`config.mk`:
```
export PLATFORM = sky130hd
export DESIGN_NAME = vector_norm_extreme_reduction
export DESIGN_NICKNAME = d
export VERILOG_FILES = /design/src/hw/rtl/vne_pkg.sv /design/src/hw/rtl/vne_skid.sv /design/src/hw/rtl/vne_prep.sv /design/src/hw/rtl/vne_reduce.sv /design/src/hw/rtl/vector_norm_extreme_reduction.sv
export VERILOG_INCLUDE_DIRS = /design/src /design/src/hw/rtl
export SDC_FILE = /design/constraint.sdc
export NUM_CORES = 2
export LEC_CHECK = 0
export BUFFER_PORTS_ARGS = -buffer_cell sky130_fd_sc_hd__buf_2
export CORE_AREA = 2 2 296 298
export DETAILED_ROUTE_END_ITERATION = 12
export DIE_AREA = 0 0 298 300
export GPL_TIMING_DRIVEN = 0
export MAX_ROUTING_LAYER = met4
export PLACE_DENSITY = 0.83
export REMOVE_ABC_BUFFERS = 1
export SLEW_MARGIN = 20
export SYNTH_ARGS = -nofsm -noshare
export SYNTH_HDL_FRONTEND = slang
export SYNTH_SLANG_ARGS = --single-unit
```
`constraint.sdc`:
```
create_clock -name clk_i -period 14.9 [get_ports clk_i]
set_input_delay 1.49 -clock clk_i [delete_from_list [all_inputs] [get_ports clk_i]]
set_output_delay 1.49 -clock clk_i [all_outputs]
set_load 0.01 [all_outputs]
```
`src/hw/rtl/assert_macros.svh`:
```
// Assertion macros shared by the RTL files of the vector norm block.
// No dependencies; define ASSERT_OFF to compile the checks away.
`ifndef ASSERT_MACROS_SVH
`define ASSERT_MACROS_SVH

`ifndef ASSERT_OFF
`define VNE_ASSERT(lbl, clk, rst_n, prop) \
  lbl: assert property (@(posedge clk) disable iff (!rst_n) (prop)) \
    else $error("vne: property violated");
`define VNE_ASSERT_NEVER(lbl, clk, rst_n, cond) \
  lbl: assert property (@(posedge clk) disable iff (!rst_n) !(cond)) \
    else $error("vne: forbidden condition seen");
`else
`define VNE_ASSERT(lbl, clk, rst_n, prop)
`define VNE_ASSERT_NEVER(lbl, clk, rst_n, cond)
`endif

`endif

```
`src/hw/rtl/vne_pkg.sv`:
```
// Types and constants of the vector norm and extreme reduction block.
// No dependencies; used by every module of the block.
`default_nettype none

package vne_pkg;

  localparam int IdxW     = 20;
  localparam int ValW     = 24;
  localparam int MagW     = 24;
  localparam int GapW     = 25;
  localparam int ProdW    = 47;
  localparam int AbsW     = 36;
  localparam int SqW      = 59;
  localparam int InDataW  = 48;
  localparam int OutDataW = 184;
  localparam int AddrW    = 3;
  localparam int ApbDataW = 32;

  localparam logic RegNearestTarget = 1'b0;

  localparam logic [AbsW-1:0] AbsMax = {AbsW{1'b1}};
  localparam logic [SqW-1:0]  SqMax  = {SqW{1'b1}};

  typedef struct packed {
    logic                   last;
    logic signed [ValW-1:0] value;
    logic [IdxW-1:0]        index;
  } entry_t;

  typedef struct packed {
    logic             last;
    logic [IdxW-1:0]  index;
    logic [MagW-1:0]  mag;
    logic [ProdW-1:0] square;
    logic [GapW-1:0]  gap;
  } prep_t;

  typedef struct packed {
    logic [IdxW-1:0] nearest_idx;
    logic [IdxW-1:0] smallest_idx;
    logic [IdxW-1:0] largest_idx;
    logic [MagW-1:0] largest_abs;
    logic [SqW-1:0]  square_sum;
    logic [AbsW-1:0] abs_sum;
  } result_t;

endpackage

`default_nettype wire

```
`src/hw/rtl/vne_skid.sv`:
```
// Input skid buffer and input register of the vector norm block.
// Depends on vne_pkg.
`default_nettype none

module vne_skid import vne_pkg::*; (
  input  wire logic   clk_i,
  input  wire logic   rst_ni,
  input  wire logic   advance_i,
  input  wire logic   in_valid_i,
  output logic        in_ready_o,
  input  wire entry_t in_word_i,
  output logic        out_valid_o,
  output entry_t      out_word_o
);

  logic   skid_valid_q, skid_valid_d;
  entry_t skid_word_q;
  logic   stage_valid_q, stage_valid_d;
  entry_t stage_word_q;
  logic   take;

  assign in_ready_o = !skid_valid_q;
  assign take       = in_valid_i && !skid_valid_q;

  always_comb begin
    skid_valid_d  = skid_valid_q;
    stage_valid_d = stage_valid_q;
    if (advance_i) begin
      skid_valid_d  = 1'b0;
      stage_valid_d = skid_valid_q || take;
    end else if (take) begin
      skid_valid_d = 1'b1;
    end
  end

  always_ff @(posedge clk_i or negedge rst_ni) begin
    if (!rst_ni) begin
      skid_valid_q  <= 1'b0;
      stage_valid_q <= 1'b0;
    end else begin
      skid_valid_q  <= skid_valid_d;
      stage_valid_q <= stage_valid_d;
    end
  end

  always_ff @(posedge clk_i) begin
    if (!advance_i && take) begin
      skid_word_q <= in_word_i;
    end
    if (advance_i) begin
      stage_word_q <= skid_valid_q ? skid_word_q : in_word_i;
    end
  end

  assign out_valid_o = stage_valid_q;
  assign out_word_o  = stage_word_q;

endmodule

`default_nettype wire

```
`src/hw/rtl/vne_prep.sv`:
```
// Magnitude, square and target distance of one word, registered.
// Depends on vne_pkg.
`default_nettype none

module vne_prep import vne_pkg::*; (
  input  wire logic                   clk_i,
  input  wire logic                   rst_ni,
  input  wire logic                   advance_i,
  input  wire logic signed [ValW-1:0] target_i,
  input  wire logic                   in_valid_i,
  input  wire entry_t                 in_word_i,
  output logic                        out_valid_o,
  output prep_t                       out_word_o
);

  logic             valid_q;
  prep_t            word_q, word_d;
  logic [MagW-1:0]  mag;
  logic [GapW-1:0]  diff;

  always_comb begin
    mag  = in_word_i.value[ValW-1] ? (~in_word_i.value + MagW'(1)) : in_word_i.value;
    diff = {in_word_i.value[ValW-1], in_word_i.value} - {target_i[ValW-1], target_i};
    word_d.last   = in_word_i.last;
    word_d.index  = in_word_i.index;
    word_d.mag    = mag;
    word_d.square = {{(ProdW-MagW){1'b0}}, mag} * {{(ProdW-MagW){1'b0}}, mag};
    word_d.gap    = diff[GapW-1] ? (~diff + GapW'(1)) : diff;
  end

  always_ff @(posedge clk_i or negedge rst_ni) begin
    if (!rst_ni) begin
      valid_q <= 1'b0;
    end else if (advance_i) begin
      valid_q <= in_valid_i;
    end
  end

  always_ff @(posedge clk_i) begin
    if (advance_i) begin
      word_q <= word_d;
    end
  end

  assign out_valid_o = valid_q;
  assign out_word_o  = word_q;

endmodule

`default_nettype wire

```
`src/hw/rtl/vne_reduce.sv`:
```
// Running sums and extremes of one vector, and the result register.
// Depends on vne_pkg.
`default_nettype none

module vne_reduce import vne_pkg::*; (
  input  wire logic  clk_i,
  input  wire logic  rst_ni,
  input  wire logic  advance_i,
  input  wire logic  in_valid_i,
  input  wire prep_t in_word_i,
  output logic       out_valid_o,
  output result_t    out_word_o
);

  logic [AbsW-1:0] abs_acc_q, abs_acc_d;
  logic [SqW-1:0]  sq_acc_q, sq_acc_d;
  logic [MagW-1:0] large_abs_q, large_abs_d;
  logic [IdxW-1:0] large_pos_q, large_pos_d;
  logic [MagW-1:0] small_abs_q, small_abs_d;
  logic [IdxW-1:0] small_pos_q, small_pos_d;
  logic [GapW-1:0] gap_q, gap_d;
  logic [IdxW-1:0] gap_pos_q, gap_pos_d;
  logic            first_q;
  logic [AbsW:0]   abs_sum;
  logic [SqW:0]    sq_sum;
  logic            out_valid_q;
  result_t         out_word_q, res;
  logic            step;

  assign step = advance_i && in_valid_i;

  always_comb begin
    abs_sum = {1'b0, abs_acc_q} + (AbsW+1)'(in_word_i.mag);
    sq_sum  = {1'b0, sq_acc_q} + (SqW+1)'(in_word_i.square);
    abs_acc_d = abs_sum[AbsW] ? AbsMax : abs_sum[AbsW-1:0];
    sq_acc_d  = sq_sum[SqW] ? SqMax : sq_sum[SqW-1:0];

    large_abs_d = large_abs_q;
    large_pos_d = large_pos_q;
    small_abs_d = small_abs_q;
    small_pos_d = small_pos_q;
    gap_d       = gap_q;
    gap_pos_d   = gap_pos_q;
    if (first_q || in_word_i.mag > large_abs_q) begin
      large_abs_d = in_word_i.mag;
      large_pos_d = in_word_i.index;
    end
    if (first_q || in_word_i.mag < small_abs_q) begin
      small_abs_d = in_word_i.mag;
      small_pos_d = in_word_i.index;
    end
    if (first_q || in_word_i.gap < gap_q) begin
      gap_d     = in_word_i.gap;
      gap_pos_d = in_word_i.index;
    end

    res.abs_sum      = abs_acc_d;
    res.square_sum   = sq_acc_d;
    res.largest_abs  = large_abs_d;
    res.largest_idx  = large_pos_d;
    res.smallest_idx = small_pos_d;
    res.nearest_idx  = gap_pos_d;
  end

  always_ff @(posedge clk_i or negedge rst_ni) begin
    if (!rst_ni) begin
      abs_acc_q   <= '0;
      sq_acc_q    <= '0;
      large_abs_q <= '0;
      large_pos_q <= '0;
      small_abs_q <= '0;
      small_pos_q <= '0;
      gap_q       <= '0;
      gap_pos_q   <= '0;
      first_q     <= 1'b1;
      out_valid_q <= 1'b0;
    end else begin
      if (advance_i) begin
        out_valid_q <= in_valid_i && in_word_i.last;
      end
      if (step) begin
        if (in_word_i.last) begin
          abs_acc_q   <= '0;
          sq_acc_q    <= '0;
          large_abs_q <= '0;
          large_pos_q <= '0;
          small_abs_q <= '0;
          small_pos_q <= '0;
          gap_q       <= '0;
          gap_pos_q   <= '0;
          first_q     <= 1'b1;
        end else begin
          abs_acc_q   <= abs_acc_d;
          sq_acc_q    <= sq_acc_d;
          large_abs_q <= large_abs_d;
          large_pos_q <= large_pos_d;
          small_abs_q <= small_abs_d;
          small_pos_q <= small_pos_d;
          gap_q       <= gap_d;
          gap_pos_q   <= gap_pos_d;
          first_q     <= 1'b0;
        end
      end
    end
  end

  always_ff @(posedge clk_i) begin
    if (step && in_word_i.last) begin
      out_word_q <= res;
    end
  end

  assign out_valid_o = out_valid_q;
  assign out_word_o  = out_word_q;

endmodule

`default_nettype wire

```
`src/hw/rtl/vector_norm_extreme_reduction.sv`:
```
// Vector norm and extreme reduction over a stream of sparse vector entries.
// Input: one word per stored entry; tdata = {entry_value, entry_index}, tlast
// marks the final entry. Output: one word per vector, sent with tlast high,
// carrying the saturating sums of |value| and value^2, the largest |value| and
// the indices of the largest |value|, the smallest |value| and the value
// nearest the target register. Ties keep the earliest entry.
// Configuration: APB register 0 (byte address 0) holds nearest_target, signed
// Q11.12 in bits 23:0; write it only while no vector is in flight.
// Throughput: one entry per cycle while the output is not stalled, through the
// input register, the product stage and the accumulator stage.
// The last entry passes the input register and the product stage before its
// result word is registered; a stalled output holds it on the way.
// Reset clears the accumulators, the pipeline valid flags and the target.
// When the receiver stalls a waiting result, the pipeline holds; the input
// takes one more word into its skid stage and then drops tready until the
// result is taken.
// Depends on vne_pkg, vne_skid, vne_prep, vne_reduce and assert_macros.svh.
`default_nettype none
`include "assert_macros.svh"

module vector_norm_extreme_reduction import vne_pkg::*; (
  input  wire logic                clk_i,
  input  wire logic                rst_ni,
  input  wire logic                psel,
  input  wire logic                penable,
  input  wire logic                pwrite,
  input  wire logic [AddrW-1:0]    paddr,
  input  wire logic [ApbDataW-1:0] pwdata,
  output logic [ApbDataW-1:0]      prdata,
  output logic                     pready,
  input  wire logic                s_axis_tvalid,
  output logic                     s_axis_tready,
  // [19:0] entry_index, [43:20] entry_value, [47:44] zero
  input  wire logic [InDataW-1:0]  s_axis_tdata,
  input  wire logic                s_axis_tlast,
  output logic                     m_axis_tvalid,
  input  wire logic                m_axis_tready,
  // [35:0] abs_sum, [94:36] square_sum, [118:95] largest_abs,
  // [138:119] largest_abs_index, [158:139] smallest_abs_index,
  // [178:159] closest_index, [183:179] zero
  output logic [OutDataW-1:0]      m_axis_tdata,
  output logic                     m_axis_tlast
);

  logic signed [ValW-1:0] target_q;
  logic                   advance;
  entry_t                 in_word;
  logic                   stage_valid;
  entry_t                 stage_word;
  logic                   prep_valid;
  prep_t                  prep_word;
  result_t                res;

  assign pready = 1'b1;
  assign prdata = (paddr[AddrW-1] == RegNearestTarget) ?
                  {{(ApbDataW-ValW){1'b0}}, target_q} : '0;

  always_ff @(posedge clk_i or negedge rst_ni) begin
    if (!rst_ni) begin
      target_q <= '0;
    end else if (psel && penable && pwrite && pready &&
                 paddr[AddrW-1] == RegNearestTarget) begin
      target_q <= pwdata[ValW-1:0];
    end
  end

  assign advance = !m_axis_tvalid || m_axis_tready;

  assign in_word.index = s_axis_tdata[IdxW-1:0];
  assign in_word.value = s_axis_tdata[IdxW+ValW-1:IdxW];
  assign in_word.last  = s_axis_tlast;

  vne_skid u_skid (
    .clk_i       (clk_i),
    .rst_ni      (rst_ni),
    .advance_i   (advance),
    .in_valid_i  (s_axis_tvalid),
    .in_ready_o  (s_axis_tready),
    .in_word_i   (in_word),
    .out_valid_o (stage_valid),
    .out_word_o  (stage_word)
  );

  vne_prep u_prep (
    .clk_i       (clk_i),
    .rst_ni      (rst_ni),
    .advance_i   (advance),
    .target_i    (target_q),
    .in_valid_i  (stage_valid),
    .in_word_i   (stage_word),
    .out_valid_o (prep_valid),
    .out_word_o  (prep_word)
  );

  vne_reduce u_reduce (
    .clk_i       (clk_i),
    .rst_ni      (rst_ni),
    .advance_i   (advance),
    .in_valid_i  (prep_valid),
    .in_word_i   (prep_word),
    .out_valid_o (m_axis_tvalid),
    .out_word_o  (res)
  );

  assign m_axis_tdata = {{(OutDataW-$bits(result_t)){1'b0}}, res};
  assign m_axis_tlast = 1'b1;

  `VNE_ASSERT(a_skid_holds, clk_i, rst_ni, (!s_axis_tready && !advance) |=> !s_axis_tready)
  `VNE_ASSERT(a_result_source, clk_i, rst_ni, $rose(m_axis_tvalid) |-> $past(prep_valid && prep_word.last))
  `VNE_ASSERT_NEVER(a_sum_covers_peak, clk_i, rst_ni, m_axis_tvalid && res.abs_sum == '0 && res.largest_abs != '0)

endmodule

`default_nettype wire
```
==> out/metrics.cfg <==
[yosys]
muxShareOfSynthArea = 0.0271
synthDistinctLibCells = 92
yosys_most_used_dff = edfxtp_1
synth_fa_ha_area_frac = 0.271
synth_xor_area_frac = 0.0341
synth_enable_flop_cells = 384
netlist.area_leader.share = 0.246
synth.yosys.warnings = 0
syn_inst = 4389
netlist_area_um2 = 46900
synthSimpleGateAreaFrac = 0.0876
synth-compound-area-share = 0.122
synth.top_cells.by_area = edfxtp_1 (25%), fa_1 (18%), dfrtp_1 (14%), ha_1 (8.9%), inv_1 (5.9%)
ys_ff_latch = 641
synth_top_cells_by_count = inv_1 (735), nand2_1 (432), fa_1 (428)
synthArstFlopShare = 0.401
syn_avg_cell_area_um2 = 10.7
yosysTopAreaCell = edfxtp_1
ys_seq_area_frac = 0.383
synth_top_family_by_area = adder cells
synth.most_common_cell = inv_1

[timing]
fin_worst_skew_ns = 0.0271
worst_pin_slew_ns = 1.21
min_period_over_period = 0.775
slew_violations = 0
fin_setup_tns_ns = 0
min_period_ns = 11.55
hold_violations = 0
setup_viol = 0
fmax_mhz = 86.6
max_slew_margin = 0.184
rsz0062_at_grt = no
whs_ns = 0.415

[worst_setup_path]
cp-start-kind = flip-flop
cp_slowest_cell = clkinv_1
startpoint = u_skid.out_word_o[20]
r2r_slack_ns = 3.35
cp_common_cell = fa_1
r2r_end = u_prep.out_word_o[65]
cp.required_ns = 15.27
critPathMaxFanout = 18
critical_path_class = flip-flop to flip-flop
timing.rr.start = u_skid.out_word_o[20]
max_stage_delay_ns = 1.14
crit_path_end_kind = flip-flop
ff2ff_path_depth = 30
cp_data_arrival_time_ns = 11.92

[floorplanning]
rows = 108
fp.dieW_um = 298
start_util = 0.544
core_um2 = 86200
dieArea_um2 = 89400
die-height_um = 300
boundaryPins = 311

[clocking]
h-tree-depth = 3
clkSinkCount = 641
cts_setup_buffers = 0
clkSlewWorstSetupHoldPaths_ns = 0.07
cts_resized = 0
cts_tree = done
clk_path_buf_depth = 3
cts_root_buffer = clkbuf_16
cts_buffers = 69
cts_hold_buf = 0
insertion_delay_ns = 0.64

[detailed_routing]
wl_per_cell_um = 19.6
drtIter0Drc = 2939
wl_mm = 115
vias = 33500
ant_nets = 0
drc = 0
routed_via_density = 5.72
drtPass1Iterations = 6

[final_layout]
stdcell_area_um2 = 52600
drive_gt1_frac = 0.134
n_fill_cell = 6742
syn_to_final_growth_pct = 12.1
final_core_util = 0.610
layout.nets = 5492

[placement]
postPlaceCellArea_um2 = 50200
io_buffers = 281
finalWeightedCongestion = 0.932
hpwl_mm = 85.0

[global_route]
grt_max_degree = 110
overflow = 0
grt_pass1_wl_mm = 184
grtUsageTotal = 0.269
antenna_found_initial = 9
grt_pass1_vias = 34900

[run_status]
status = completed

[hold_path]
min_from = u_skid.out_word_o[9]
hold_path_depth = 0
whs_endpoint = u_prep.out_word_o[105]
hold_path_class = flip-flop to flip-flop

[flow_run]
maxCapViolCount = 0

[through the flow]
stage	worst slack [ns]	instances
final	3.35	5858
after floorplan	1.86	4242
after global routing	2.93	5856
after detailed placement	3.54	5724
after global placement	-6.98	5678
after CTS	3.51	5851
[cells in the final DEF, fill, tap and decap left out, types with 11 or more instances in the layout]
cell type  count
nand4_1       35
clkbuf_16     70
nor3_1        28
inv_1        734
clkbuf_1      13
buf_16        14
o21bai_1      25
edfxtp_1     384
nand2_1      430
a22o_1       153
a31oi_1       32
conb_1        32
nor2_1       240
ha_1         333
buf_6         16
clkinv_1      11
nand2b_1      27
xor2_1        55
and3_1        23
a21o_1        82
o21a_1        23
xnor2_1      108
fa_1         428
dfrtp_1      255
buf_2        281
nor2b_1       20
a22oi_1       45
o21ai_0      163
a21oi_1      180
a211oi_1      13
o21ai_1       13
mux2_2       113
nand3_1       39
or3_1         11
[critical path, delay by kind of cell, from the launching register on]
| family | cells | cell delay [ns] |
|---|---|---|
| and+or+nand+nor | 5 | 1.13 |
| adders and majority gates | 9 | 4.24 |
| DFF | 1 | 0.72 |
| xor gates and xnor gates | 2 | 1.08 |
| AOI/OAI and AO/OA | 7 | 1.95 |
| buffers and inverters | 7 | 2.15 |
[cell type report]
| class | instances | area, um2 | share of cell area |
|---|---|---|---|
| Clock inverter | 37 | 432 | 0.00821 |
| Multi-Input combinational cell | 2855 | 25800 | 0.491 |
| Clock buffer | 90 | 1900 | 0.0361 |
| Inverter | 746 | 2810 | 0.0534 |
| Tap cell | 1155 | 1450 | 0.0275 |
| Timing Repair Buffer | 327 | 2200 | 0.0419 |
| Sequential cell | 641 | 18000 | 0.342 |
| Antenna cell | 7 | 17.5 | 0.000333 |
[worst max-delay path by stage]
stage,to,slack [ns],cells past startpoint
2_1_floorplan,u_reduce.large_abs_q[0],1.86,5
3_5_place_dp,u_prep.out_word_o[65],3.54,30
3_3_place_gp,u_reduce.large_pos_q[15],-6.98,6
4_1_cts,u_prep.out_word_o[65],3.51,30
6_report,u_prep.out_word_o[65],3.35,30
5_1_grt,u_prep.out_word_o[71],2.93,31
[cell families (layout without fill, tap and decap cells)]
logic type / Yosys count / count (layout)
compound gates: 842 / 842
other cells: 2 / 39
xor+xnor: 183 / 183
mux: 113 / 113
flops: 641 / 641
buf+inv: 923 / 1200
simple gates: 924 / 924
fa+ha+maj: 761 / 761
[per-layer routing]
layer	part of all wire	up-vias	track usage	routed length, um
met1	0.38	16600	0.323	43800
li1	-	15200	-	-
met3	0.074	323	0.0442	8550
met2	0.50	1373	0.447	57200
met5	0	-	-	0
met4	0.047	0	0.126	5460
[registers in the layout, indices dropped and copies added (netlist names), 25 cells and up]
signal and cells:
u_skid.out_word_o 45, u_reduce.gap_q 25, u_reduce.sq_acc_q 59, u_reduce.out_word_o 179
u_reduce.abs_acc_q 36, u_skid.skid_word_q 45, u_prep.out_word_o 115
Power is not shown: default switching activity piles up to over one toggle a cycle in this logic, so the estimate is an artifact.
